--- src/llwg_pkg.sv ---
// Shared types, constants and arithmetic helpers for the log-law wall gradient block.
// Used by every module under src except llwg_checker; depends on nothing else.
`timescale 1ns / 1ps

package llwg_pkg;

    localparam int unsigned CELL_MAX_BITS = 32;
    localparam int unsigned CFG_ADDR_BITS = 4;
    localparam int unsigned LG_STEPS      = 16;
    localparam int unsigned DIV_STEPS     = 32;
    localparam int unsigned QUEUE_DEPTH   = 4;
    localparam int unsigned QPTR_BITS     = 2;
    localparam int unsigned DEN_BITS      = 36;

    // ln 2 in unsigned Q0.32
    localparam logic [31:0] LN2_Q32 = 32'd2977044472;

    localparam logic [CFG_ADDR_BITS-1:0] CFG_SPACING_X = 4'd0;
    localparam logic [CFG_ADDR_BITS-1:0] CFG_SPACING_Y = 4'd1;
    localparam logic [31:0]              SPACING_RESET = 32'd65536;

    typedef enum logic [2:0] {
        MODE_BELOW = 3'd0,
        MODE_ABOVE = 3'd1,
        MODE_BACK  = 3'd2,
        MODE_FRONT = 3'd3,
        MODE_RIGHT = 3'd4,
        MODE_LEFT  = 3'd5
    } mode_t;

    localparam logic [1:0] PAIR_Z = 2'd0;
    localparam logic [1:0] PAIR_X = 2'd1;
    localparam logic [1:0] PAIR_Y = 2'd2;

    typedef struct packed {
        logic [CELL_MAX_BITS-1:0] cell_idx;
        logic [1:0]               pair;
        logic [32:0]              s1;
        logic [32:0]              s2;
        logic [31:0]              h;
        logic [31:0]              z0;
    } task_t;

    typedef struct packed {
        logic [4:0]  p;
        logic [31:0] m;
        logic [15:0] frac;
    } lg_lane_t;

    typedef struct packed {
        logic [CELL_MAX_BITS-1:0] cell_idx;
        logic [1:0]               pair;
        logic [32:0]              s1;
        logic [32:0]              s2;
        logic [DEN_BITS-1:0]      den;
        logic                     ok;
    } den_task_t;

    typedef struct packed {
        logic [DEN_BITS-1:0] rem;
        logic [31:0]         num;
        logic [31:0]         quo;
        logic                ovf;
        logic                zero;
        logic                neg;
    } div_lane_t;

    // Leading-one position and mantissa aligned to Q1.31.
    function automatic lg_lane_t lg_norm(input logic [31:0] x);
        lg_lane_t    r;
        logic [4:0]  p;
        p = '0;
        for (int i = 0; i < 32; i++) begin
            if (x[i]) begin
                p = 5'(i);
            end
        end
        r.p    = p;
        r.m    = x << (5'd31 - p);
        r.frac = '0;
        return r;
    endfunction

    // One fraction bit of the base-2 log by squaring the mantissa.
    function automatic lg_lane_t lg_step(input lg_lane_t a);
        lg_lane_t    r;
        logic [63:0] sq;
        logic [32:0] t;
        sq     = {32'd0, a.m} * {32'd0, a.m};
        t      = sq[63:31];
        r.p    = a.p;
        r.frac = {a.frac[14:0], t[32]};
        r.m    = t[32] ? t[32:1] : t[31:0];
        return r;
    endfunction

    function automatic div_lane_t div_setup(input logic [32:0] s,
                                            input logic [DEN_BITS-1:0] den);
        div_lane_t   r;
        logic [32:0] mag;
        mag    = s[32] ? (~s + 33'd1) : s;
        r.zero = (mag == 33'd0);
        r.neg  = s[32];
        // The quotient reaches 2^32 exactly when the magnitude reaches den * 2^17.
        r.ovf  = (den == '0) || ({20'd0, mag} >= {den, 17'd0});
        r.rem  = {20'd0, mag[32:17]};
        r.num  = {mag[16:0], 15'd0};
        r.quo  = '0;
        return r;
    endfunction

    function automatic div_lane_t div_step(input div_lane_t a,
                                           input logic [DEN_BITS-1:0] den);
        div_lane_t         r;
        logic [DEN_BITS:0] r2;
        logic              qb;
        r2 = {a.rem, a.num[31]};
        qb = (r2 >= {1'b0, den});
        if (qb) begin
            r.rem = DEN_BITS'(r2 - {1'b0, den});
        end else begin
            r.rem = r2[DEN_BITS-1:0];
        end
        r.quo  = {a.quo[30:0], qb};
        r.num  = {a.num[30:0], 1'b0};
        r.ovf  = a.ovf;
        r.zero = a.zero;
        r.neg  = a.neg;
        return r;
    endfunction

    function automatic logic [31:0] div_result(input div_lane_t a);
        logic [32:0] q;
        q = a.ovf ? 33'h1_0000_0000 : {1'b0, a.quo};
        if (a.zero) begin
            return 32'd0;
        end
        if (!a.neg) begin
            if (q > 33'h0_7FFF_FFFF) begin
                q = 33'h0_7FFF_FFFF;
            end
            return q[31:0];
        end
        if (q > 33'h0_8000_0000) begin
            q = 33'h0_8000_0000;
        end
        return 32'd0 - q[31:0];
    endfunction

endpackage

--- src/llwg_queue.sv ---
// Short queue that decouples the front end from the arithmetic pipeline.
// Depends on llwg_pkg.
`timescale 1ns / 1ps

module llwg_queue (
    input  logic            aclk,
    input  logic            aresetn,
    input  logic            push,
    input  llwg_pkg::task_t push_data,
    output logic            full,
    input  logic            pop,
    output logic            not_empty,
    output llwg_pkg::task_t pop_data
);
    import llwg_pkg::*;

    task_t                mem_reg [QUEUE_DEPTH];
    logic [QPTR_BITS-1:0] wr_ptr_reg;
    logic [QPTR_BITS-1:0] rd_ptr_reg;
    logic [QPTR_BITS:0]   count_reg;
    logic                 do_push;
    logic                 do_pop;

    assign full      = (count_reg == (QPTR_BITS+1)'(QUEUE_DEPTH));
    assign not_empty = (count_reg != '0);
    assign do_push   = push && !full;
    assign do_pop    = pop && not_empty;
    assign pop_data  = mem_reg[rd_ptr_reg];

    always_ff @(posedge aclk) begin
        if (!aresetn) begin
            wr_ptr_reg <= '0;
            rd_ptr_reg <= '0;
            count_reg  <= '0;
        end else begin
            if (do_push) begin
                wr_ptr_reg <= wr_ptr_reg + 1'b1;
            end
            if (do_pop) begin
                rd_ptr_reg <= rd_ptr_reg + 1'b1;
            end
            if (do_push && !do_pop) begin
                count_reg <= count_reg + 1'b1;
            end else if (do_pop && !do_push) begin
                count_reg <= count_reg - 1'b1;
            end
        end
    end

    always_ff @(posedge aclk) begin
        if (do_push) begin
            mem_reg[wr_ptr_reg] <= push_data;
        end
    end

endmodule

--- config.mk ---
export PLATFORM = sky130hd
export DESIGN_NAME = llwg_queue
export DESIGN_NICKNAME = d
export VERILOG_FILES = /design/src/llwg_pkg.sv /design/src/llwg_queue.sv
export SDC_FILE = /design/constraint.sdc
export NUM_CORES = 1
export LEC_CHECK = 0
export ABC_AREA = 1
export ABC_CLOCK_PERIOD_IN_PS = 24100
export BUFFER_PORTS_ARGS = -buffer_cell sky130_fd_sc_hd__buf_2
export CAP_MARGIN = 20
export CORE_MARGIN = 2
export CORE_UTILIZATION = 30
export CTS_CLUSTER_SIZE = 10
export DETAILED_ROUTE_END_ITERATION = 8
export PLACE_DENSITY_LB_ADDON = 0.12
export SYNTH_ARGS = -nofsm -noshare
export SYNTH_HDL_FRONTEND = slang
export SYNTH_SLANG_ARGS = --single-unit
--- constraint.sdc ---
create_clock -name aclk -period 24.1 [get_ports aclk]
set_clock_uncertainty 0.1 [all_clocks]
set_input_delay 4.82 -clock aclk [delete_from_list [all_inputs] [get_ports aclk]]
set_output_delay 4.82 -clock aclk [all_outputs]
set_load 0.02 [all_outputs]
; ---- Yosys cells after proc, flatten, opt, wreduce, memory -nomap -nowiden
; Memories as Yosys holds them, arrays and structs flattened. A register that Yosys moved wholly into a read port is not among the register bits.
; Cells that the tools add are included.
; Widths: inputs -> output; s select.
[classes]
n_eq_ne = 1
reduce_logical = 9
add_sub_neg = 4
mux = 6
[ops]
columns = op, count
row1 = $mux 3, 2
row2 = $add 2x1->2 const B, 2
row3 = $logic_and 1x1->1, 4
row4 = $mux 2, 2
row5 = $add 3x1->3 const B, 1
row6 = $eq 3x3->1 const B, 1
row7 = $logic_not 1->1, 3
row8 = $reduce_bool 3->1, 1
row9 = $sub 3x1->3 const B, 1
row10 = $mux 1, 2
row11 = $reduce_bool 2->1, 1
[word_totals]
output_inout_bits = 166
n_memories = 1
input_bits = 168
elab_cells = 24
register_bits = 7
mem_bits_rw = 656
[memory_table]
columns = memory, depth, word_bits, rd, rd_ports_with_merged_regs, wr, line
row1 = mem_reg, 4, 164, 1, 1, 1, llwg_queue.sv:17  ; task_t mem_reg [QUEUE_DEPTH];

; ---- Longest topological paths before layout
[depth]
ltp_word = 7
ltp_mapped = 13
depth_no_buf = 13

; ---- Worst setup path before layout
; No wires, ideal clock.
[synth_path]
path_type = input-to-reg
startpoint = input port push
endpoint = memory mem_reg[0][0] (netlist bit), enable pin
path_stages = 2
t_arrival_ps = 11735
required_time_ps = 23310
setup_ps = 690
n_path_buf = 0
setup_slack_ps = 11574
cell_sequence = nand2_1 -> nor2_1
[synth_via]
elab_chain_len = 3
[synth_lines]
columns = element, line
row1 = start: declaration, llwg_queue.sv:8  ; input logic push,
row2 = $logic_and 1x1->1, llwg_queue.sv:26  ; assign do_push = push && !full;
row3 = $mux 1, llwg_queue.sv:51  ; if (do_push) begin
row4 = $mux 1 (not written as such), llwg_queue.sv:52  ; mem_reg[wr_ptr_reg] <= push_data;
row5 = end: declaration, llwg_queue.sv:17
; Every way passes these cells.

==> out/metrics.yaml <==
intPower_uw: 2250
crit_path_start_kind: "register"
coreArea_um2: 81700
grt_pass1_wl_mm: 94.7
synth-seq-cells: 665
design_area_um2: 29600
p_switching_uw: 1100
worst_pin_slew_ps: 1100
required_ps: 19180
grt_util_all_layers: 0.148
busiest_layer: "met2"
grt_start_max_net_pins: 180
hold_path.class: "register to register"
htreeDepth: 3
yosysWarnings: 0
max_freq_ghz: 0.109
worst_path_most_repeated_cell: "buf_4"
antenna_found_initial: 13
avgSynthCellArea_um2: 14.9
fin_crit_sh: 0.381
die_h_um: 290
fillers: 7915
postCtsHoldBufs: 0
vdd_drop_max_mv: 0.0573
use_met3: 0.0375
synth_cells: 1655
synth.yosys.seq_area_share: 0.808
largest_reg_flops: 656
dpl.hpwl_mm: 34.6
drtPass1Iterations: 5
initial_core_util: 0.301
clock_sinks: 665
io_buffers: 333
rows: 105
critPathTopFamily: "buffers and inverters"
timing.critical_path.buf_inv: 4
drv_slew: 0
use_met2: 0.245
arrival_ps: 4270
syn_nets: 1829
rsz0062_at_grt: "false"
dr.first_iter.drc_count: 943
routedWlPerCell_um: 20.5
leakagePower_uw: 0.0101
max-slew-margin-rel: 0.268
netSwitchingFraction: 0.328
drtAntennaViolNets: 0
tns_ps: 0
critPathKind: "register to output pin"
grt_pass1_vias: 14377
viasPerCell: 4.72
grtUsageMet1: 0.190
die_w_um: 290
finalCriticalPeriod_ps: 9190
via_count: 14612
gp_congestion: 0.708
crit_chain: "buf_4, buf_4, buf_4, o21ai_0, o22ai_1, buf_2"
syn2layout_area_growth_pct: 20.3
overflow: 0
cts_tree: "yes"
cts_resized: 0
fin_nets: 2158
clock_latency_ps: 620
clkTransAtPathRegs_ps: 50
seq_power_share: 0.431
p_per_area_nw_per_um2: 113
end_kind: "output pin"
drc: 0
numCtsBuffers: 80
p_clk_frac: 0.318
combPwrFrac: 0.251
die-area_um2: 84400
slowest_delay_ps: 810
critPathSlowestCell: "buf_4"
final-setup-viol-count: 0
cp_max_fo: 86
finalHoldViolCount: 0
wirelength_mm: 63.3
synth_area_um2: 24600
cts_root_buf: "clkbuf_16"
io_pins: 334
cts.path.max_buffers: 3
yosysUniqueCellTypes: 20
drive_gt1_frac: 0.225
status: "complete, no violations"
dpl_cell_area_um2: 27300
cts.repair_timing.setup_buffer_count: 0
maxCapViolCount: 0
==> power groups by stage <==
stage | clock network (µW) | registers (µW) | logic (µW)
final | 1060 | 1440 | 841
after global routing | 1140 | 1450 | 923
after CTS | 1100 | 1440 | 866
after detailed placement | 0 | 1470 | 864
after global placement | 0 | 1460 | 862
after floorplan | 0 | 1480 | 542
==> kinds of logic (layout without fill, tap and decap cells) <==
| family | after synthesis | count (layout) | share of synthesized area |
|---|---|---|---|
| compound gates | 496 | 496 | 0.109 |
| xor+xnor | 1 | 1 | 0.000356 |
| fa+ha+maj | 6 | 6 | 0.00335 |
| buf+inv | 125 | 487 | 0.0240 |
| flops | 665 | 665 | 0.808 |
| other cells | 0 | 6 | 0 |
| simple gates | 362 | 362 | 0.0556 |
==> final cells by class <==
| class | instances | area (µm²) | area share |
|---|---|---|---|
| Multi-Input combinational cell | 865 | 4180 | 0.141 |
| Sequential cell | 665 | 19900 | 0.672 |
| Clock inverter | 12 | 125 | 0.00423 |
| Tap cell | 1070 | 1340 | 0.0452 |
| Antenna cell | 6 | 15.0 | 0.000507 |
| Inverter | 17 | 83.8 | 0.00283 |
| Clock buffer | 103 | 2130 | 0.0720 |
| Timing Repair Buffer | 355 | 1840 | 0.0623 |
==> cells in the final DEF (no fill, tap or decap), types with 2 or more instances in the layout <==
cell type,count
ha_1,5
clkinv_1,3
diode_2,6
o21ai_1,169
dfxtp_1,7
nor2_1,338
clkbuf_16,82
buf_4,21
nand3_1,4
dfxtp_4,2
clkinv_8,3
edfxtp_1,656
clkinv_2,3
nand2_1,15
a21oi_1,3
inv_1,15
nor2_4,4
clkbuf_1,21
o22ai_1,164
buf_2,333
o21ai_0,160
==> worst reg2reg max path: stages (launching register included) <==
cell,delay [ps]
dfxtp_1,390
nor2_1,80
nand2_1,130
nand2_1,260
nor2_4,750
buf_4,760
buf_4,760
==> worst paths after layout <==
| kind | startpoint | to | slack [ps] | cells past startpoint |
|---|---|---|---|---|
| setup / recovery | register | pop_data[65] | 14910 | 6 |
| setup reg to reg | count_reg[0] | mem_reg[3][34] | 20420 | 6 |
| hold / removal | rd_ptr_reg[1] | register | 400 | 2 |
| hold reg to reg | rd_ptr_reg[1] | register | 400 | 2 |
==> stage by stage <==
stage	utilization	hold slack, ps	total power [µW]	worst slack, ps	instances
after CTS	0.362	399	3410	14800	3086
after detailed placement	0.334	390	2330	15470	2971
after global placement	0.334	383	2330	15540	2971
after global routing	0.362	426	3520	14580	3089
final	0.362	398	3350	14910	3093
after floorplan	-	365	2020	11570	1655
==> metal layers <==
| metal | part of all wire | up-vias | routed length [µm] |
|---|---|---|---|
| met5 | 0.0016 | - | 103 |
| met4 | 0.021 | 14 | 1310 |
| met1 | 0.43 | 7296 | 27000 |
| met2 | 0.49 | 286 | 31300 |
| met3 | 0.056 | 95 | 3570 |
| li1 | - | 6921 | - |
==> synth_stat cells, drive strengths merged <==
cell type,number,share of area
dfxtp,9,0.0073
inv,17,0.0027
nand3,4,0.00081
nand3b,1,0.00031
fa,1,0.00081
buf,57,0.013
a21oi,3,0.00061
ha,5,0.0025
nor2,342,0.052
clkbuf,51,0.0083
o22ai,164,0.042
o21ai,329,0.067
nand2,15,0.0023
edfxtp,656,0.80
xor2,1,0.00036
Power figures use the tool's default switching activity.
