===== src/llwg_pkg.sv =====
// Shared types, constants and arithmetic helpers for the log-law wall gradient block.
// Used by every module under src except llwg_checker; depends on nothing else.
`timescale 1ns / 1ps

package llwg_pkg;

    localparam int unsigned CELL_MAX_BITS = 32;
    localparam int unsigned CFG_ADDR_BITS = 4;
    localparam int unsigned LG_STEPS      = 16;
    localparam int unsigned DIV_STEPS     = 32;
    localparam int unsigned QUEUE_DEPTH   = 4;
    localparam int unsigned QPTR_BITS     = 2;
    localparam int unsigned DEN_BITS      = 36;

    // ln 2 in unsigned Q0.32
    localparam logic [31:0] LN2_Q32 = 32'd2977044472;

    localparam logic [CFG_ADDR_BITS-1:0] CFG_SPACING_X = 4'd0;
    localparam logic [CFG_ADDR_BITS-1:0] CFG_SPACING_Y = 4'd1;
    localparam logic [31:0]              SPACING_RESET = 32'd65536;

    typedef enum logic [2:0] {
        MODE_BELOW = 3'd0,
        MODE_ABOVE = 3'd1,
        MODE_BACK  = 3'd2,
        MODE_FRONT = 3'd3,
        MODE_RIGHT = 3'd4,
        MODE_LEFT  = 3'd5
    } mode_t;

    localparam logic [1:0] PAIR_Z = 2'd0;
    localparam logic [1:0] PAIR_X = 2'd1;
    localparam logic [1:0] PAIR_Y = 2'd2;

    typedef struct packed {
        logic [CELL_MAX_BITS-1:0] cell_idx;
        logic [1:0]               pair;
        logic [32:0]              s1;
        logic [32:0]              s2;
        logic [31:0]              h;
        logic [31:0]              z0;
    } task_t;

    typedef struct packed {
        logic [4:0]  p;
        logic [31:0] m;
        logic [15:0] frac;
    } lg_lane_t;

    typedef struct packed {
        logic [CELL_MAX_BITS-1:0] cell_idx;
        logic [1:0]               pair;
        logic [32:0]              s1;
        logic [32:0]              s2;
        logic [DEN_BITS-1:0]      den;
        logic                     ok;
    } den_task_t;

    typedef struct packed {
        logic [DEN_BITS-1:0] rem;
        logic [31:0]         num;
        logic [31:0]         quo;
        logic                ovf;
        logic                zero;
        logic                neg;
    } div_lane_t;

    // Leading-one position and mantissa aligned to Q1.31.
    function automatic lg_lane_t lg_norm(input logic [31:0] x);
        lg_lane_t    r;
        logic [4:0]  p;
        p = '0;
        for (int i = 0; i < 32; i++) begin
            if (x[i]) begin
                p = 5'(i);
            end
        end
        r.p    = p;
        r.m    = x << (5'd31 - p);
        r.frac = '0;
        return r;
    endfunction

    // One fraction bit of the base-2 log by squaring the mantissa.
    function automatic lg_lane_t lg_step(input lg_lane_t a);
        lg_lane_t    r;
        logic [63:0] sq;
        logic [32:0] t;
        sq     = {32'd0, a.m} * {32'd0, a.m};
        t      = sq[63:31];
        r.p    = a.p;
        r.frac = {a.frac[14:0], t[32]};
        r.m    = t[32] ? t[32:1] : t[31:0];
        return r;
    endfunction

    function automatic div_lane_t div_setup(input logic [32:0] s,
                                            input logic [DEN_BITS-1:0] den);
        div_lane_t   r;
        logic [32:0] mag;
        mag    = s[32] ? (~s + 33'd1) : s;
        r.zero = (mag == 33'd0);
        r.neg  = s[32];
        // The quotient reaches 2^32 exactly when the magnitude reaches den * 2^17.
        r.ovf  = (den == '0) || ({20'd0, mag} >= {den, 17'd0});
        r.rem  = {20'd0, mag[32:17]};
        r.num  = {mag[16:0], 15'd0};
        r.quo  = '0;
        return r;
    endfunction

    function automatic div_lane_t div_step(input div_lane_t a,
                                           input logic [DEN_BITS-1:0] den);
        div_lane_t         r;
        logic [DEN_BITS:0] r2;
        logic              qb;
        r2 = {a.rem, a.num[31]};
        qb = (r2 >= {1'b0, den});
        if (qb) begin
            r.rem = DEN_BITS'(r2 - {1'b0, den});
        end else begin
            r.rem = r2[DEN_BITS-1:0];
        end
        r.quo  = {a.quo[30:0], qb};
        r.num  = {a.num[30:0], 1'b0};
        r.ovf  = a.ovf;
        r.zero = a.zero;
        r.neg  = a.neg;
        return r;
    endfunction

    function automatic logic [31:0] div_result(input div_lane_t a);
        logic [32:0] q;
        q = a.ovf ? 33'h1_0000_0000 : {1'b0, a.quo};
        if (a.zero) begin
            return 32'd0;
        end
        if (!a.neg) begin
            if (q > 33'h0_7FFF_FFFF) begin
                q = 33'h0_7FFF_FFFF;
            end
            return q[31:0];
        end
        if (q > 33'h0_8000_0000) begin
            q = 33'h0_8000_0000;
        end
        return 32'd0 - q[31:0];
    endfunction

endpackage


===== src/llwg_front.sv =====
// Front end: takes input transactions, averages roughness and picks the wall spacing.
// Holds the spacing registers. Depends on llwg_pkg.
`timescale 1ns / 1ps

module llwg_front (
    input  logic                                 aclk,
    input  logic                                 aresetn,
    input  logic                                 cfg_wr_en,
    input  logic [llwg_pkg::CFG_ADDR_BITS-1:0]   cfg_addr,
    input  logic [31:0]                          cfg_wdata,
    input  logic                                 in_valid,
    output logic                                 in_ready,
    input  logic [2:0]                           mode,
    input  logic [llwg_pkg::CELL_MAX_BITS-1:0]   cell_idx,
    input  logic [31:0]                          first_vel_a,
    input  logic [31:0]                          first_vel_b,
    input  logic [31:0]                          second_vel_a,
    input  logic [31:0]                          second_vel_b,
    input  logic [31:0]                          rough_u_west,
    input  logic [31:0]                          rough_u_east,
    input  logic [31:0]                          rough_v_south,
    input  logic [31:0]                          rough_v_north,
    input  logic [31:0]                          layer_spacing,
    output logic                                 task_valid,
    output llwg_pkg::task_t                      task_data,
    input  logic                                 task_ready
);
    import llwg_pkg::*;

    logic [31:0] spacing_x_reg;
    logic [31:0] spacing_y_reg;
    logic        valid_reg;
    logic        valid_next;
    task_t       task_reg;
    task_t       task_next;
    logic [33:0] rough_sum;
    logic [31:0] spacing;
    logic [1:0]  pair;
    logic        accept;

    assign in_ready   = !valid_reg || task_ready;
    assign accept     = in_valid && in_ready;
    assign task_valid = valid_reg;
    assign task_data  = task_reg;

    always_comb begin
        case (mode)
            MODE_BELOW, MODE_ABOVE: begin
                spacing = layer_spacing;
                pair    = PAIR_Z;
            end
            MODE_BACK, MODE_FRONT: begin
                spacing = spacing_x_reg;
                pair    = PAIR_X;
            end
            default: begin
                spacing = spacing_y_reg;
                pair    = PAIR_Y;
            end
        endcase
        rough_sum = {2'd0, rough_u_west} + {2'd0, rough_u_east}
                  + {2'd0, rough_v_south} + {2'd0, rough_v_north};
        task_next.cell_idx = cell_idx;
        task_next.pair     = pair;
        task_next.s1   = {first_vel_a[31], first_vel_a} + {first_vel_b[31], first_vel_b};
        task_next.s2   = {second_vel_a[31], second_vel_a} + {second_vel_b[31], second_vel_b};
        task_next.h    = {1'b0, spacing[31:1]};
        task_next.z0   = rough_sum[33:2];
        valid_next     = accept ? 1'b1 : (task_ready ? 1'b0 : valid_reg);
    end

    always_ff @(posedge aclk) begin
        if (!aresetn) begin
            spacing_x_reg <= SPACING_RESET;
            spacing_y_reg <= SPACING_RESET;
            valid_reg     <= 1'b0;
        end else begin
            valid_reg <= valid_next;
            if (cfg_wr_en && cfg_addr == CFG_SPACING_X) begin
                spacing_x_reg <= cfg_wdata;
            end
            if (cfg_wr_en && cfg_addr == CFG_SPACING_Y) begin
                spacing_y_reg <= cfg_wdata;
            end
        end
    end

    always_ff @(posedge aclk) begin
        if (accept) begin
            task_reg <= task_next;
        end
    end

endmodule


===== config.mk =====
export PLATFORM = sky130hd
export DESIGN_NAME = llwg_front
export DESIGN_NICKNAME = d
export VERILOG_FILES = /design/src/llwg_pkg.sv /design/src/llwg_front.sv
export SDC_FILE = /design/constraint.sdc
export NUM_CORES = 1
export LEC_CHECK = 0
export CORE_AREA = 2 2 204 206
export CTS_BUF_LIST = sky130_fd_sc_hd__clkbuf_8
export CTS_CLUSTER_DIAMETER = 200
export DETAILED_ROUTE_END_ITERATION = 10
export DIE_AREA = 0 0 206 208
export DONT_BUFFER_PORTS = 1
export GPL_ROUTABILITY_DRIVEN = 0
export RECOVER_POWER = 100
export SLEW_MARGIN = 40
export SYNTH_ARGS = -nofsm -noshare
export SYNTH_HDL_FRONTEND = slang
export SYNTH_SLANG_ARGS = --single-unit
export TNS_END_PERCENT = 50

===== constraint.sdc =====
create_clock -name aclk -period 6.2 [get_ports aclk]
set_clock_uncertainty 0.1 [all_clocks]
set_input_delay 0.31 -clock aclk [delete_from_list [all_inputs] [get_ports aclk]]
set_output_delay 0.31 -clock aclk [all_outputs]
set_load 0.03 [all_outputs]

After elaboration in Yosys (flattened, before gate mapping)
Index checks and enable logic that the tools add are counted.
W data, S select, Z words.

cells by class
  eq/ne operators = 4
  add/subtract/negate cells = 5
  reduce and logical (&&, ||, !) cells = 10
  mux-type cells = 4

operator list
  operator              count
  $add A32 B32 Y33      3
  $pmux W32 S2          1
  $add A33 B32 Y34      1
  $add A34 B32 Y34      1
  $eq A3 B2 Y1 const B  2
  $eq A4 B1 Y1 const B  1
  $logic_not A4 Y1      1
  $pmux W2 S2           1
  $reduce_or A2 Y1      2
  $eq A3 B1 Y1 const B  1
  $logic_and A1 B1 Y1   3
  $logic_not A3 Y1      1
  $mux W1               2
  $reduce_bool A2 Y1    1
  $logic_not A1 Y1      1
  $logic_or A1 B1 Y1    1

word-level totals
  flip-flop bits (word level) = 228
  output and inout bits = 166
  logic and storage cells = 32

Depth between registers and ports, before layout
  word-level depth = 4
  mapped depth = 16
  mapped depth without buffers = 16

Worst setup path after synthesis
No wires, ideal clock.

  path kind = reg-to-reg
  start = reg valid_reg (netlist: task_valid)
  end = reg task_reg, in the netlist task_data[0], enable pin
  data arrival time = 4508 ps
  library setup time = 542 ps
  path buffers = 0
  clock period less this slack = 5150 ps
  path slack = 1050 ps
  cell stages (with the launch flop) = 3
  path through = dfxtp_1 nand2b_1 and2_1

between the ends
  word-level cells in the longest chain between the ends = 3

ends and longest elaborated chain
  item                    line              source
  start, declared         llwg_front.sv:32  logic valid_reg;
  start signal, assigned  llwg_front.sv:78  valid_reg <= valid_next;
  $logic_not A1 Y1        llwg_front.sv:41  assign in_ready = !valid_reg || task_ready;
  $logic_or A1 B1 Y1      llwg_front.sv:41
  via in_ready            llwg_front.sv:12  output logic in_ready,
  $logic_and A1 B1 Y1     llwg_front.sv:42  assign accept = in_valid && in_ready;
  via accept              llwg_front.sv:39  logic accept;
  end signal, assigned    llwg_front.sv:90  task_reg <= task_next;
  end, declared           llwg_front.sv:34  task_t task_reg;

The timed path passes the listed nets, and every way through them passes these cells.
A chain may end at the register's enable or synchronous reset.

Worst setup path after layout
  start = in rough_u_west[1]
  end = reg task_reg, in the netlist task_data[29], data pin

between the ends
  word-level cells in the longest chain between the ends = 3

ends and longest elaborated chain
  item               line              source
  start, declared    llwg_front.sv:19  input logic [31:0] rough_u_west,
  $add A32 B32 Y33   llwg_front.sv:61  rough_sum = {2'd0, rough_u_west} + {2'd0, rough_u_east}
  $add A33 B32 Y34   llwg_front.sv:62  + {2'd0, rough_v_south} + {2'd0, rough_v_north};
  $add A34 B32 Y34   llwg_front.sv:62
  via rough_sum[31]  llwg_front.sv:36  logic [33:0] rough_sum;

The timed path passes the listed nets, and every way through them passes these cells.

==> key figures <==
Setup path
  • Crit path max-delay family: compound AO/OA/AOI/OAI gates
  • Worst setup EP type: flip-flop
  • CP max stage delay: 970 ps
  • Start of the worst register-to-register path: task_valid
  • Critical R2R Capture: task_data[12]
  • Slowest stage cell, crit path: a2111oi_0
  • WP data required: around 6400 ps
  • Reg2reg setup slack: 1590 ps
  • Critical Path Most Common Cell: fa_1
  • Cell Chain, Critical Path: inv_1, fa_1, inv_1, fa_1, and3_1, fa_1, a21o_1, a31oi_1, o21bai_1, a2111oi_0, o31ai_1, a21oi_1, o21ai_0, a31o_2, a21oi_1, xnor2_1
  • CP max FO: 4
  • CP bufs+invs: 2
  • Crit path arrival time: 5120 ps
  • Critical path origin: rough_u_west[1]
  • Kind of critical path: in2reg
  • FF-to-FF path depth: 5
  • CP Launch Type: primary input

Global route
  • Initial antenna violation count: 3
  • Busiest grt layer: met2
  • GR Util met2: 32.2%
  • Number of global-route vias before repair: 11.5k
  • Grt met3 use: around 6.9%
  • Global-route wire length before repair: ~62 mm
  • Largest net degree at the start of global routing: 65
  • Remaining global-route overflow: 0
  • Met1 usage: between 20 and 25%
  • GRT Overall Usage: 18.5%

Finish
  • Final core occ: 43.0%
  • Nets: 2144
  • Fraction of layout cells with a size suffix above 1: under 10%
  • Fin area: 0.0174 mm^2
  • Max reg flops: 163
  • Syn-to-layout area delta: 20.3%
  • Register area: 0.00616 mm^2
  • Filler Cells Inserted: between 3k and 4k
  • Multi-input logic area: 0.00730 mm^2

Pwr
  • P_int: 0.00334 W
  • Sequential Power Share: between 40% and 50%
  • Switching Fraction: about 36%
  • Worst IR Drop VDD: 0.161 mV
  • Comb power frac: 26.5%
  • Proportion of power drawn by the clock network: about 28%
  • Leak Pwr: about 7.4 nW
  • P per Cell Area: around 300 mW/mm^2
  • Sw power: 0.00191 W

Synthesis
  • Post-synth EDFFs: approximately 160
  • Post-Syn Nets: between 1.5k and 2k
  • Netlist cell types: 63
  • Yosys warns: 0
  • Async SR Flop Fraction: 0%
  • Area fraction of the dominant cell type after synthesis: 33.8%
  • Main synth FF type: edfxtp_1
  • Post-synthesis cell count: 1449
  • Synthesized flop and latch total: approximately 230
  • Synth area leader: edfxtp_1
  • Mapped Area: 0.0145 mm^2
  • Mapped Avg Cell Area: 10.0 um^2
  • Synth area leaders: edfxtp_1, fa_1, dfxtp_1
  • Seq/Total Area, Yosys: 42.5%

Floorplan
  • Die footprint: 0.0428 mm^2
  • Row Count: between 70 and 80
  • Starting Density: 35.7%
  • Top Ports: 530
  • Die X: about 210 um
  • Core ar.: about 0.041 mm^2
  • Die height: 208 um

Drt
  • WL per Instance: 18.8 um
  • Antenna viol nets, final: 0
  • DRT Pass-1 Iters: 5
  • WL final: 41.0 mm
  • DRC viols: 0
  • Via density: between 5 and 6
  • Via count: 11.1k
  • DR iter-0 viols: 533

Clock network
  • CTS Buf Count: 43
  • Max clock buf depth: 3
  • Worst skew pair latency: just under 600 ps
  • Postcts setup bufs: 0
  • H-tree Lvls: 2
  • Clock Root Buffer: clkbuf_8
  • Cts hold-fix bufs: around 160
  • CTS tree: built
  • Clock-pin slew on the worst setup and hold paths: roughly 60 ps
  • CTS resizes: 0
  • Num Clock Sinks: 226

Worst hold path
  • Hold Path Origin: first_vel_b[10]
  • Hold depth: 2
  • Hold WC Path Type: in2reg
  • Hold path endpoint: task_data[107]

Timing
  • Final Max Tran Viols: roughly 180
  • TNS Setup: 0 ps
  • Fin crit period: 4890 ps
  • Setup-failing EPs final: 0
  • RSZ-0062 raised after global routing: no
  • Max Fclk: 204 MHz
  • Relative slew slack: -97.6%
  • Final hold vios: 0
  • Worst-margin pin slew: 2960 ps
  • Post-route clock period utilization: 78.9%

Outcome
  • Failing checks: max-capacitance violations, max-slew violations
  • Status: complete, but fails checks

Placed design
  • # port buffers: 0
  • DP HPWL: approximately 30 mm
  • Placement Cell Area: 0.0151 mm^2

Job
  • Max Cap Violations: 3
per-layer routing:
layer  up-vias  part of all wire [%]
met3        88                   9.7
met2       506                    49
met5         -                 0.032
li1       5288                     -
met4         2                   3.7
met1      5198                    38
cell usage after synthesis, drive strengths merged (2+ instances only):
cell / instances
a21oi: 86
xor2: 24
o211ai: 6
o21a: 9
a21boi: 64
fa: 66
a41oi: 3
a2111oi: 2
ha: 95
buf: 5
a211o: 2
dfxtp: 63
nand3: 18
nand2: 193
o311a: 2
nor2b: 13
inv: 213
and3: 5
mux2i: 31
and2: 4
or2: 5
xnor2: 60
and4: 4
a31o: 2
a21o: 43
nand4: 14
a31oi: 11
edfxtp: 163
nor2: 54
nor3: 16
nor4: 3
a211oi: 8
o22ai: 3
o21bai: 17
nand2b: 15
o311ai: 2
o2111ai: 3
o21ai: 70
or3: 5
clkbuf: 36
cell usage in the layout, fill, tap and decap left out, types with 4 or more instances in the layout:
master / Yosys / routed
dfxtp_1: 63 / 63
a21oi_1: 83 / 85
edfxtp_1: 163 / 163
buf_4: 1 / 4
and3_1: 5 / 5
xor2_1: 24 / 24
a21boi_0: 63 / 64
nand2_1: 193 / 193
and4_1: 4 / 4
a21o_1: 43 / 43
inv_1: 213 / 227
a31oi_1: 9 / 11
nand4_1: 14 / 14
clkbuf_1: 36 / 4
o21bai_1: 16 / 17
dlygate4sd3_1: 0 / 155
a211oi_1: 7 / 7
o21ai_0: 65 / 69
mux2i_1: 31 / 31
nor2_1: 54 / 54
o21a_1: 9 / 9
clkinv_1: 1 / 10
nor2b_1: 13 / 13
ha_1: 95 / 95
or3_1: 5 / 5
o211ai_1: 5 / 6
clkinv_2: 0 / 5
xnor2_1: 60 / 60
nand2b_1: 15 / 15
nand3_1: 18 / 18
fa_1: 66 / 66
or2_2: 5 / 5
clkbuf_8: 0 / 45
nor3_1: 16 / 16
area by class of cell:
class	count	share of cell area (%)
antenna	2	0.0287
clock buffer	45	3.55
clock inverter	34	1.33
inverter	214	4.61
multi-input combinational	968	41.9
sequential	226	35.3
tap	532	3.82
timing repair buffer	166	9.42
power by group through the flow:
stage               combinational, W  sequential, W  clock (W)
finish                       0.00139        0.00237    0.00149
global route                 0.00157        0.00239    0.00161
CTS                          0.00143        0.00237    0.00155
detailed placement           0.00131        0.00240          0
global placement             0.00128        0.00240          0
floorplan                    0.00106        0.00233          0
cells by family (layout without fill, tap and decap cells):
kind of cell	Yosys count	after routing	share of synthesized area, %
and+or+nand+nor	350	350	10.6
other	1	3	0.0259
AOI/OAI and AO/OA	341	341	15.6
muxes	31	31	2.14
DFF	226	226	42.5
buffers and inverters	255	459	6.69
adders and majority gates	161	161	17.3
xor gates and xnor gates	84	84	5.08
worst max-delay path by stage:
stage	end	depth (start not counted)
after floorplan	task_data[0]	2
after global placement	task_data[29]	16
after detailed placement	task_data[29]	16
after CTS	task_data[29]	16
after global routing	task_data[29]	16
final	task_data[29]	16
metrics by stage:
stage / hold slack [ps] / worst slack [ps] / std cells / total power [W]
6_report: 40.0 / 1310 / 2187 / 0.00525
5_1_grt: 16.3 / 1170 / 2186 / 0.00557
4_1_cts: 1.03 / 2230 / 2185 / 0.00535
3_5_place_dp: 296 / 1590 / 1948 / 0.00370
3_3_place_gp: 292 / 1590 / 1946 / 0.00368
2_1_floorplan: 309 / 1050 / 1449 / 0.00340
(Power assumes the default switching activity.)
